File: config.mk
export PLATFORM = sky130hd
export DESIGN_NAME = key_frame_receiver_crc16_top
export DESIGN_NICKNAME = d
export VERILOG_FILES = /design/src/rtl/core/kfr_pkg.sv /design/src/rtl/core/key_frame_receiver_crc16_top.sv
export SDC_FILE = /design/constraint.sdc
export NUM_CORES = 1
export LEC_CHECK = 0
export BUFFER_PORTS_ARGS = -buffer_cell sky130_fd_sc_hd__buf_2
export CORE_UTILIZATION = 50
export DETAILED_ROUTE_END_ITERATION = 6
export PLACE_DENSITY = 0.71
export RECOVER_POWER = 25
export SLEW_MARGIN = 40
export SYNTH_ARGS = -nofsm -noshare
export SYNTH_HDL_FRONTEND = slang
export SYNTH_SLANG_ARGS = --single-unit
File: constraint.sdc
create_clock -name clk -period 4 [get_ports clk]
set_input_delay 0.4 -clock clk [delete_from_list [all_inputs] [get_ports clk]]
set_output_delay 0.4 -clock clk [all_outputs]
set_load 0.01 [all_outputs]
File: src/rtl/core/kfr_pkg.sv
// ----------------------------------------------------------------------------
// kfr_pkg
// Types, constants and CRC-16/MODBUS nibble-table functions for the key-panel
// frame receiver.
// ----------------------------------------------------------------------------
`timescale 1ns / 1ps

package kfr_pkg;

  localparam logic [15:0] CRC_INIT    = 16'hFFFF;
  localparam logic [7:0]  HDR_BYTE0   = 8'hA5;
  localparam logic [7:0]  HDR_BYTE1   = 8'h55;
  localparam logic [7:0]  FIXED_BYTE5 = 8'h55;
  localparam logic [3:0]  NIB_MASK    = 4'hF;

  localparam int unsigned COUNT_W = 4;
  localparam logic [COUNT_W-1:0] COUNT_MAX   = 4'd9;
  localparam logic [COUNT_W-1:0] FRAME_BYTES = 4'd8;
  localparam logic [COUNT_W-1:0] CRC_SPAN    = 4'd6;

  localparam logic [COUNT_W-1:0] POS_HDR0   = 4'd0;
  localparam logic [COUNT_W-1:0] POS_HDR1   = 4'd1;
  localparam logic [COUNT_W-1:0] POS_KEYLO  = 4'd2;
  localparam logic [COUNT_W-1:0] POS_KEYHI  = 4'd3;
  localparam logic [COUNT_W-1:0] POS_ID     = 4'd4;
  localparam logic [COUNT_W-1:0] POS_FIXED  = 4'd5;
  localparam logic [COUNT_W-1:0] POS_CRC_LO = 4'd6;

  typedef enum logic [1:0] {
    ERR_NONE   = 2'd0,
    ERR_LENGTH = 2'd1,
    ERR_HEADER = 2'd2,
    ERR_CRC    = 2'd3
  } err_t;

  function automatic logic [15:0] crc_nib_tab(input logic [3:0] idx);
    logic [15:0] v;
    case (idx)
      4'h0: v = 16'h0000;
      4'h1: v = 16'hCC01;
      4'h2: v = 16'hD801;
      4'h3: v = 16'h1400;
      4'h4: v = 16'hF001;
      4'h5: v = 16'h3C00;
      4'h6: v = 16'h2800;
      4'h7: v = 16'hE401;
      4'h8: v = 16'hA001;
      4'h9: v = 16'h6C00;
      4'hA: v = 16'h7800;
      4'hB: v = 16'hB401;
      4'hC: v = 16'h5000;
      4'hD: v = 16'h9C01;
      4'hE: v = 16'h8801;
      4'hF: v = 16'h4400;
      default: v = 16'h0000;
    endcase
    return v;
  endfunction

  // low nibble first, then high nibble
  function automatic logic [15:0] crc_byte(input logic [15:0] c, input logic [7:0] b);
    logic [15:0] c1;
    logic [15:0] c2;
    c1 = crc_nib_tab((b[3:0] ^ c[3:0]) & NIB_MASK) ^ (c >> 4);
    c2 = crc_nib_tab((b[7:4] ^ c1[3:0]) & NIB_MASK) ^ (c1 >> 4);
    return c2;
  endfunction

endpackage

File: src/rtl/core/key_frame_receiver_crc16_top.sv
// ----------------------------------------------------------------------------
// key_frame_receiver_crc16_top
// out_valid is registered, rising in the cycle after the last byte is taken.
// Throughput: one byte per cycle while in_ready is high; CRC nibble steps
// and frame checks sit between the input handshake and the result register.
// Reset: synchronous, clears the frame state and drops out_valid.
// ----------------------------------------------------------------------------
`timescale 1ns / 1ps

module key_frame_receiver_crc16_top (
  input  logic       clk,
  input  logic       rst,
  input  logic       in_valid,
  output logic       in_ready,
  input  logic [7:0] rx_byte,
  input  logic       end_of_frame,
  output logic       out_valid,
  input  logic       out_ready,
  output logic       frame_ok,
  output logic [1:0] error_code,
  output logic [9:0] pressed_keys,
  output logic [7:0] frame_number
);

  logic [kfr_pkg::COUNT_W-1:0] byte_count;
  logic [kfr_pkg::COUNT_W-1:0] byte_count_next;
  logic [15:0] running_crc;
  logic [15:0] running_crc_next;
  logic        header_good;
  logic        header_good_next;
  logic [7:0]  keys_low_byte;
  logic [7:0]  keys_low_byte_next;
  logic [1:0]  keys_high_bits;
  logic [1:0]  keys_high_bits_next;
  logic [7:0]  captured_id;
  logic [7:0]  captured_id_next;
  logic [7:0]  crc_low_received;
  logic [7:0]  crc_low_received_next;

  logic         accept;
  logic [15:0]  rx_crc;
  kfr_pkg::err_t err;

  assign in_ready = !out_valid || out_ready;
  assign accept   = in_valid && in_ready;

  always_comb begin
    running_crc_next      = running_crc;
    header_good_next      = header_good;
    keys_low_byte_next    = keys_low_byte;
    keys_high_bits_next   = keys_high_bits;
    captured_id_next      = captured_id;
    crc_low_received_next = crc_low_received;

    if (byte_count < kfr_pkg::CRC_SPAN) begin
      running_crc_next = kfr_pkg::crc_byte(running_crc, rx_byte);
    end

    case (byte_count)
      kfr_pkg::POS_HDR0: begin
        if (rx_byte != kfr_pkg::HDR_BYTE0) header_good_next = 1'b0;
      end
      kfr_pkg::POS_HDR1: begin
        if (rx_byte != kfr_pkg::HDR_BYTE1) header_good_next = 1'b0;
      end
      kfr_pkg::POS_KEYLO:  keys_low_byte_next    = rx_byte;
      kfr_pkg::POS_KEYHI:  keys_high_bits_next   = rx_byte[1:0];
      kfr_pkg::POS_ID:     captured_id_next      = rx_byte;
      kfr_pkg::POS_FIXED: begin
        if (rx_byte != kfr_pkg::FIXED_BYTE5) header_good_next = 1'b0;
      end
      kfr_pkg::POS_CRC_LO: crc_low_received_next = rx_byte;
      default: ;
    endcase

    if (byte_count < kfr_pkg::COUNT_MAX) begin
      byte_count_next = byte_count + {{(kfr_pkg::COUNT_W-1){1'b0}}, 1'b1};
    end else begin
      byte_count_next = byte_count;
    end

    rx_crc = {rx_byte, crc_low_received};

    if (byte_count_next != kfr_pkg::FRAME_BYTES) begin
      err = kfr_pkg::ERR_LENGTH;
    end else if (!header_good_next) begin
      err = kfr_pkg::ERR_HEADER;
    end else if (rx_crc != running_crc_next) begin
      err = kfr_pkg::ERR_CRC;
    end else begin
      err = kfr_pkg::ERR_NONE;
    end
  end

  // frame state
  always_ff @(posedge clk) begin
    if (rst || (accept && end_of_frame)) begin
      byte_count       <= '0;
      running_crc      <= kfr_pkg::CRC_INIT;
      header_good      <= 1'b1;
      keys_low_byte    <= '0;
      keys_high_bits   <= '0;
      captured_id      <= '0;
      crc_low_received <= '0;
    end else if (accept) begin
      byte_count       <= byte_count_next;
      running_crc      <= running_crc_next;
      header_good      <= header_good_next;
      keys_low_byte    <= keys_low_byte_next;
      keys_high_bits   <= keys_high_bits_next;
      captured_id      <= captured_id_next;
      crc_low_received <= crc_low_received_next;
    end
  end

  // result register
  always_ff @(posedge clk) begin
    if (rst) begin
      out_valid <= 1'b0;
    end else if (accept && end_of_frame) begin
      out_valid <= 1'b1;
    end else if (out_ready) begin
      out_valid <= 1'b0;
    end
  end

  always_ff @(posedge clk) begin
    if (accept && end_of_frame) begin
      frame_ok   <= (err == kfr_pkg::ERR_NONE);
      error_code <= err;
      if (err == kfr_pkg::ERR_NONE) begin
        pressed_keys <= {keys_high_bits_next, keys_low_byte_next};
        frame_number <= captured_id_next;
      end else begin
        pressed_keys <= '0;
        frame_number <= '0;
      end
    end
  end

endmodule

; ---- After elaboration in Yosys (flattened, before gate mapping)
; Memory sizes are Yosys's and may differ from the RTL's.
; Index checks and enable logic that the tools add are counted.
[totals]
regBits = 69
latchBits = 0
ramBits = 0
rom_bits = 224
out_inout_bits = 23
memories = 2
[op_classes]
n_addsub = 1
multipliers = 0
n_div = 0
n_lt_le_gt_ge = 2
n_eq_ne = 10
n_shift = 0
mux = 15
n_bitwise = 4
reduce_logical = 10
[memory_table]
columns = memory, words, width, rd, rd_ports_with_merged_regs, wr, line
row1 = (name not given), 16, 7, 1, 0, 0, kfr_pkg.sv:38  ; case (idx)
row2 = (name not given), 16, 7, 1, 0, 0, kfr_pkg.sv:38
[ops]
columns = cell, n
row1 = $mux 16, 3
row2 = $xor 16x12->16, 2
row3 = $mux 8, 2
row4 = $ne 16x16->1, 1
row5 = $eq 4x3->1 const B, 3
row6 = $eq 4x2->1 const B, 2
row7 = $mux 2, 4
row8 = $ne 8x7->1 const B, 1
row9 = $ne 8x8->1 const B, 1
row10 = $xor 4x4->4, 2
row11 = $add 4x1->4 const B, 1
row12 = $eq 4x1->1 const B, 1
row13 = $logic_not 4->1, 1
row14 = $lt 4x3->1 const B, 1
row15 = $lt 4x4->1 const B, 1
row16 = $mux 1, 4
row17 = $mux 4, 1
row18 = $ne 4x4->1 const B, 1
row19 = $logic_and 1x1->1, 2
row20 = $logic_not 2->1, 1
row21 = $logic_or 1x1->1, 2
row22 = $pmux 1 s2, 1
row23 = $reduce_and 2->1, 1
row24 = $reduce_bool 2->1, 1
row25 = 2 further kinds, 2

; ---- Logic depth before layout (Yosys ltp)
; An unclocked memory read counts as a cell.
[depth]
depth_word = 14
depth_mapped = 11
mapped_depth_nobuf = 9

; ---- Least setup slack after synthesis
; OpenSTA, ideal clock, no wires.
[synth_path]
kind = input-to-reg
start = input port rx_byte[1]
end = register error_code[1] (data pin)
t_arrival_ns = 2.761
required_time_ns = 3.739
setup_slack_ns = 0.978
stages = 10
n_path_buf = 2
cell_sequence = buf_6 > xnor2_1 > xnor2_1 > xnor3_2 > xnor3_1 > mux2i_2 > xnor2_1 > or4_4 > buf_6 > nor2b_1
[synth_between]
elab_chain_cells = 13
elab_cells_between_ends = 18
[synth_rtl]
columns = item, line
row1 = "start, declared", key_frame_receiver_crc16_top.sv:15  ; input logic [7:0] rx_byte,
row2 = $xor 4x4->4, kfr_pkg.sv:64  ; c1 = crc_nib_tab((b[3:0] ^ c[3:0]) & NIB_MASK) ^ (c >> 4);
row3 = $mem_v2 16x7, -
row4 = $mux 16, key_frame_receiver_crc16_top.sv:55  ; if (byte_count < kfr_pkg::CRC_SPAN) begin
row5 = $xor 16x12->16, kfr_pkg.sv:64
row6 = $xor 4x4->4, kfr_pkg.sv:65  ; c2 = crc_nib_tab((b[7:4] ^ c1[3:0]) & NIB_MASK) ^ (c1 >> 4);
row7 = $mem_v2 16x7, -
row8 = $mux 16, key_frame_receiver_crc16_top.sv:55
row9 = $xor 16x12->16, kfr_pkg.sv:65
row10 = $mux 16, key_frame_receiver_crc16_top.sv:55
row11 = $ne 16x16->1, key_frame_receiver_crc16_top.sv:88  ; end else if (rx_crc != running_crc_next) begin
row12 = $mux 2, key_frame_receiver_crc16_top.sv:88
row13 = $mux 2 (*), key_frame_receiver_crc16_top.sv:86  ; end else if (!header_good_next) begin
row14 = $mux 2 (*), key_frame_receiver_crc16_top.sv:84  ; if (byte_count_next != kfr_pkg::FRAME_BYTES) begin
row15 = net err[1], key_frame_receiver_crc16_top.sv:42  ; kfr_pkg::err_t err;
row16 = "end signal, assigned", key_frame_receiver_crc16_top.sv:130  ; error_code <= err;
row17 = "end, declared", key_frame_receiver_crc16_top.sv:20  ; output logic [1:0] error_code,
; Mark *: on every way through the listed nets, which the timed path passes. The rest lies on a longest branch. The select of a mux whose other input is x is not followed.
; A chain may end at the register's enable or synchronous reset.

; ---- Worst setup path in the final report
[layout_path]
start = register byte_count[2] in the netlist's numbering
end = register error_code[1] (data pin)
[layout_between]
elab_chain_cells = 6
elab_cells_between_ends = 15
[layout_rtl]
columns = item, line
row1 = "start, declared", key_frame_receiver_crc16_top.sv:25  ; logic [kfr_pkg::COUNT_W-1:0] byte_count;
row2 = "start signal, assigned", key_frame_receiver_crc16_top.sv:106  ; byte_count <= byte_count_next;
row3 = $lt 4x3->1, key_frame_receiver_crc16_top.sv:55
row4 = $mux 16, key_frame_receiver_crc16_top.sv:55
row5 = $ne 16x16->1, key_frame_receiver_crc16_top.sv:88
row6 = $mux 2, key_frame_receiver_crc16_top.sv:88
row7 = $mux 2, key_frame_receiver_crc16_top.sv:86
row8 = $mux 2 (*), key_frame_receiver_crc16_top.sv:84
row9 = net err[1], key_frame_receiver_crc16_top.sv:42
; Mark *: on every way through the listed nets, which the timed path passes. The rest lies on a longest branch.

==> impl_metrics.yaml <==
outcome:
  status: "finished, final reports clean"
final_layout:
  register_area_um2: 1590
  synthToLayoutAreaGrowth_pct: 11.4
  insertedDiodeCount: 0
  fill_cells: 625
  nets: 438
  drive_gt1_share_pct: 13.9
  multiInputGateArea_um2: 1890
die:
  io_pins: 36
  die-height_um: 87.5
  coreArea_um2: 6940
  row_count: 30
  die-area_um2: 7660
  initial_core_util_pct: 52.6
  die_w_um: 87.5
timing:
  max_slew_margin_pct: 29.0
  max_freq_mhz: 298
  drv_slew: 0
  finalClockSkew_ns: 0.00642
  post-route-period-util_pct: 83.8
  setup_tns_ns: 0
  fin_ws_ns: 0.648
  grt_setup_unrepaired: "no"
  hold_violations: 0
  finalCriticalPeriod_ns: 3.35
  tightestPinTransition_ns: 1.07
  setup_viol: 0
clock_tree:
  post-cts-setup-buffer-count: 0
  post_cts_resized: 0
  cts_buffer_depth: 2
  cts_tree: "yes"
  clock_latency_ns: 0.34
  cts_buffers: 9
  clk_root_buffer_cell: "clkbuf_8"
  cts_htree_levels: 3
  clkTransAtPathRegs_ns: 0.08
  clock-sinks: 69
  ctsHoldBuffers: 0
logic_synthesis:
  synth_cell_types: 48
  syn-num-nets: 410
  ys_top_cells_by_area: "dfxtp_1 26%, edfxtp_1 17%, nand2_1 7.4%, mux2i_1 7.1%, xnor2_1 5.3%"
  synthFlopType: "dfxtp_1"
  postSynthAreaPerCell_um2: 9.32
  async_flop_share_pct: 0
  synthCells: 392
  synth_common_cells: "72 x nand2_1, 48 x dfxtp_1, 27 x a21oi_1"
  synth_edf_count: 21
  yosysTopAreaCell: "dfxtp_1"
  yosysMostFrequentCell: "nand2_1"
  ys_ff_latch: 69
  netlist_area_um2: 3650
  synth_top_area_share_pct: 26.3
  yosys_warnings: 0
  ys_seq_area_share_pct: 43.5
critical_path:
  required_ns: 4.09
  crit_path_start_kind: "register"
  critPathMaxFanout: 20
  r2r_start: "byte_count[2]"
  worstRegToRegCells: 9
  arrival_ns: 3.45
  rrSetupSlack_ns: 0.65
  crit_type: "register to register"
  r2r_end: "error_code[1]"
  cp-end-kind: "register"
grt:
  grt_util_all_layers_pct: 23.7
  antenna_found_initial: 0
  grt_start_max_net_pins: 32
  grt_pass1_vias: 2763
  overflow: 0
  grt_pass1_wl_mm: 13.6
hold_path:
  holdCritPathClass: "input port to register"
  min_from: "rst"
  holdPathEnd: "out_valid"
  hold_depth: 2
routing:
  routed_via_density: 5.52
  vias: 2877
  dr.pass1.iters: 4
  wl_mm: 8.31
  wl_per_cell_um: 15.9
  drt_iter0_markers: 175
  drtAntennaViolNets: 0
  drc: 0
pwr:
  p_per_area_nw_per_um2: 447
  leakage_nw: 1.52
  ir_worst_vdd_v: 0.000227
placement:
  place_ws_ns: 0.570
  hpwl_mm: 5.70
  numPortBuffers: 35
  routabilityCongestion: 0.956
run:
  maxCapViolCount: 0
-- critical path, cell delays in order (launching register included) --
cell	delay (ns)
dfxtp_1	0.49
a21oi_1	0.29
buf_4	0.25
a2111oi_0	0.42
o22ai_1	0.15
a221o_1	0.27
nor4_1	0.27
nand4_1	0.15
or4_4	0.62
nor2b_1	0.20
-- worst max path at each step --
stage	start	slack, ns	to	cells past startpoint
after global routing	byte_count[2]	0.43	error_code[1]	9
after CTS	byte_count[2]	0.68	error_code[1]	9
after global placement	rx_byte[6]	0.68	error_code[1]	9
after floorplan	rx_byte[1]	0.98	error_code[1]	10
after detailed placement	rx_byte[6]	0.57	error_code[1]	9
final	byte_count[2]	0.65	error_code[1]	9
-- stage by stage --
stage / hold slack [ns] / instances / power, mW / utilization (%) / instance area [µm²]
floorplan: 0.436 / 392 / 1.12 / - / 3650
global placement: 0.440 / 505 / 1.20 / 55.9 / 3880
detailed placement: 0.446 / 505 / 1.21 / 55.9 / 3880
CTS: 0.260 / 521 / 1.82 / 59.0 / 4100
global route: 0.269 / 521 / 1.90 / 58.6 / 4070
finish: 0.273 / 521 / 1.82 / 58.6 / 4070
-- power by group --
group | switching [mW] | total [mW] | internal (mW) | leakage, nW
clock network | 0.268 | 0.619 | 0.351 | 0.110
registers | 0.0281 | 0.777 | 0.749 | 0.591
logic | 0.234 | 0.422 | 0.189 | 0.819
total | 0.529 | 1.82 | 1.29 | 1.52
-- metal layers --
metal	wire length, µm	track usage [%]	up-vias	share of wire [%]
met5	0	0	-	0
met2	3830	38.8	102	46
met4	218	10.7	0	2.6
met3	486	3.98	22	5.9
met1	3770	30.6	1339	45
li1	-	-	1414	-
-- cell families after synthesis --
group	after synthesis	synth area share [%]
and+or+nand+nor	152	21.0
DFF	69	43.5
AOI/OAI and AO/OA	65	11.2
buffers and inverters	39	4.96
xor gates and xnor gates	35	10.1
muxes	27	7.50
adders and majority gates	5	1.71
-- area by class of cell --
type | instances | area share, %
clock buffers | 10 | 3.13
clock inverters | 6 | 2.15
inverters | 13 | 1.20
multi-input cells | 284 | 46.5
flip-flops and latches | 69 | 39.1
well taps | 96 | 2.95
repair buffers | 43 | 4.98
-- registers in the layout, indices dropped and copies added, names as in the netlist --
signal and cells:
keys_high_bits 2, out_valid 1, crc_low_received 8, error_code 2, keys_low_byte 8, frame_number 8
captured_id 8, byte_count 4, header_good 1, running_crc 16, frame_ok 1, pressed_keys 10
-- placed cells by master (no fill, tap or decap), types with 2 or more instances in the layout --
| cell type | n |
|---|---|
| a211oi_1 | 2 |
| xor2_1 | 8 |
| bufinv_16 | 2 |
| buf_2 | 12 |
| inv_1 | 13 |
| mux2i_1 | 26 |
| nor4_1 | 4 |
| a21o_1 | 2 |
| ha_1 | 5 |
| dfxtp_1 | 48 |
| clkinv_2 | 2 |
| xnor2_1 | 22 |
| a21oi_1 | 27 |
| nor2b_1 | 4 |
| o211ai_1 | 9 |
| xnor3_1 | 3 |
| buf_4 | 7 |
| o22ai_1 | 3 |
| nand2b_1 | 2 |
| clkbuf_1 | 25 |
| nand3_1 | 12 |
| a31oi_1 | 3 |
| clkinv_4 | 2 |
| nor3_1 | 4 |
| nor2_1 | 26 |
| edfxtp_1 | 21 |
| nand2_1 | 72 |
| nor3_2 | 18 |
| o21ai_0 | 7 |
| a221oi_1 | 2 |
| clkbuf_8 | 9 |
Power figures use the tool's default switching activity.
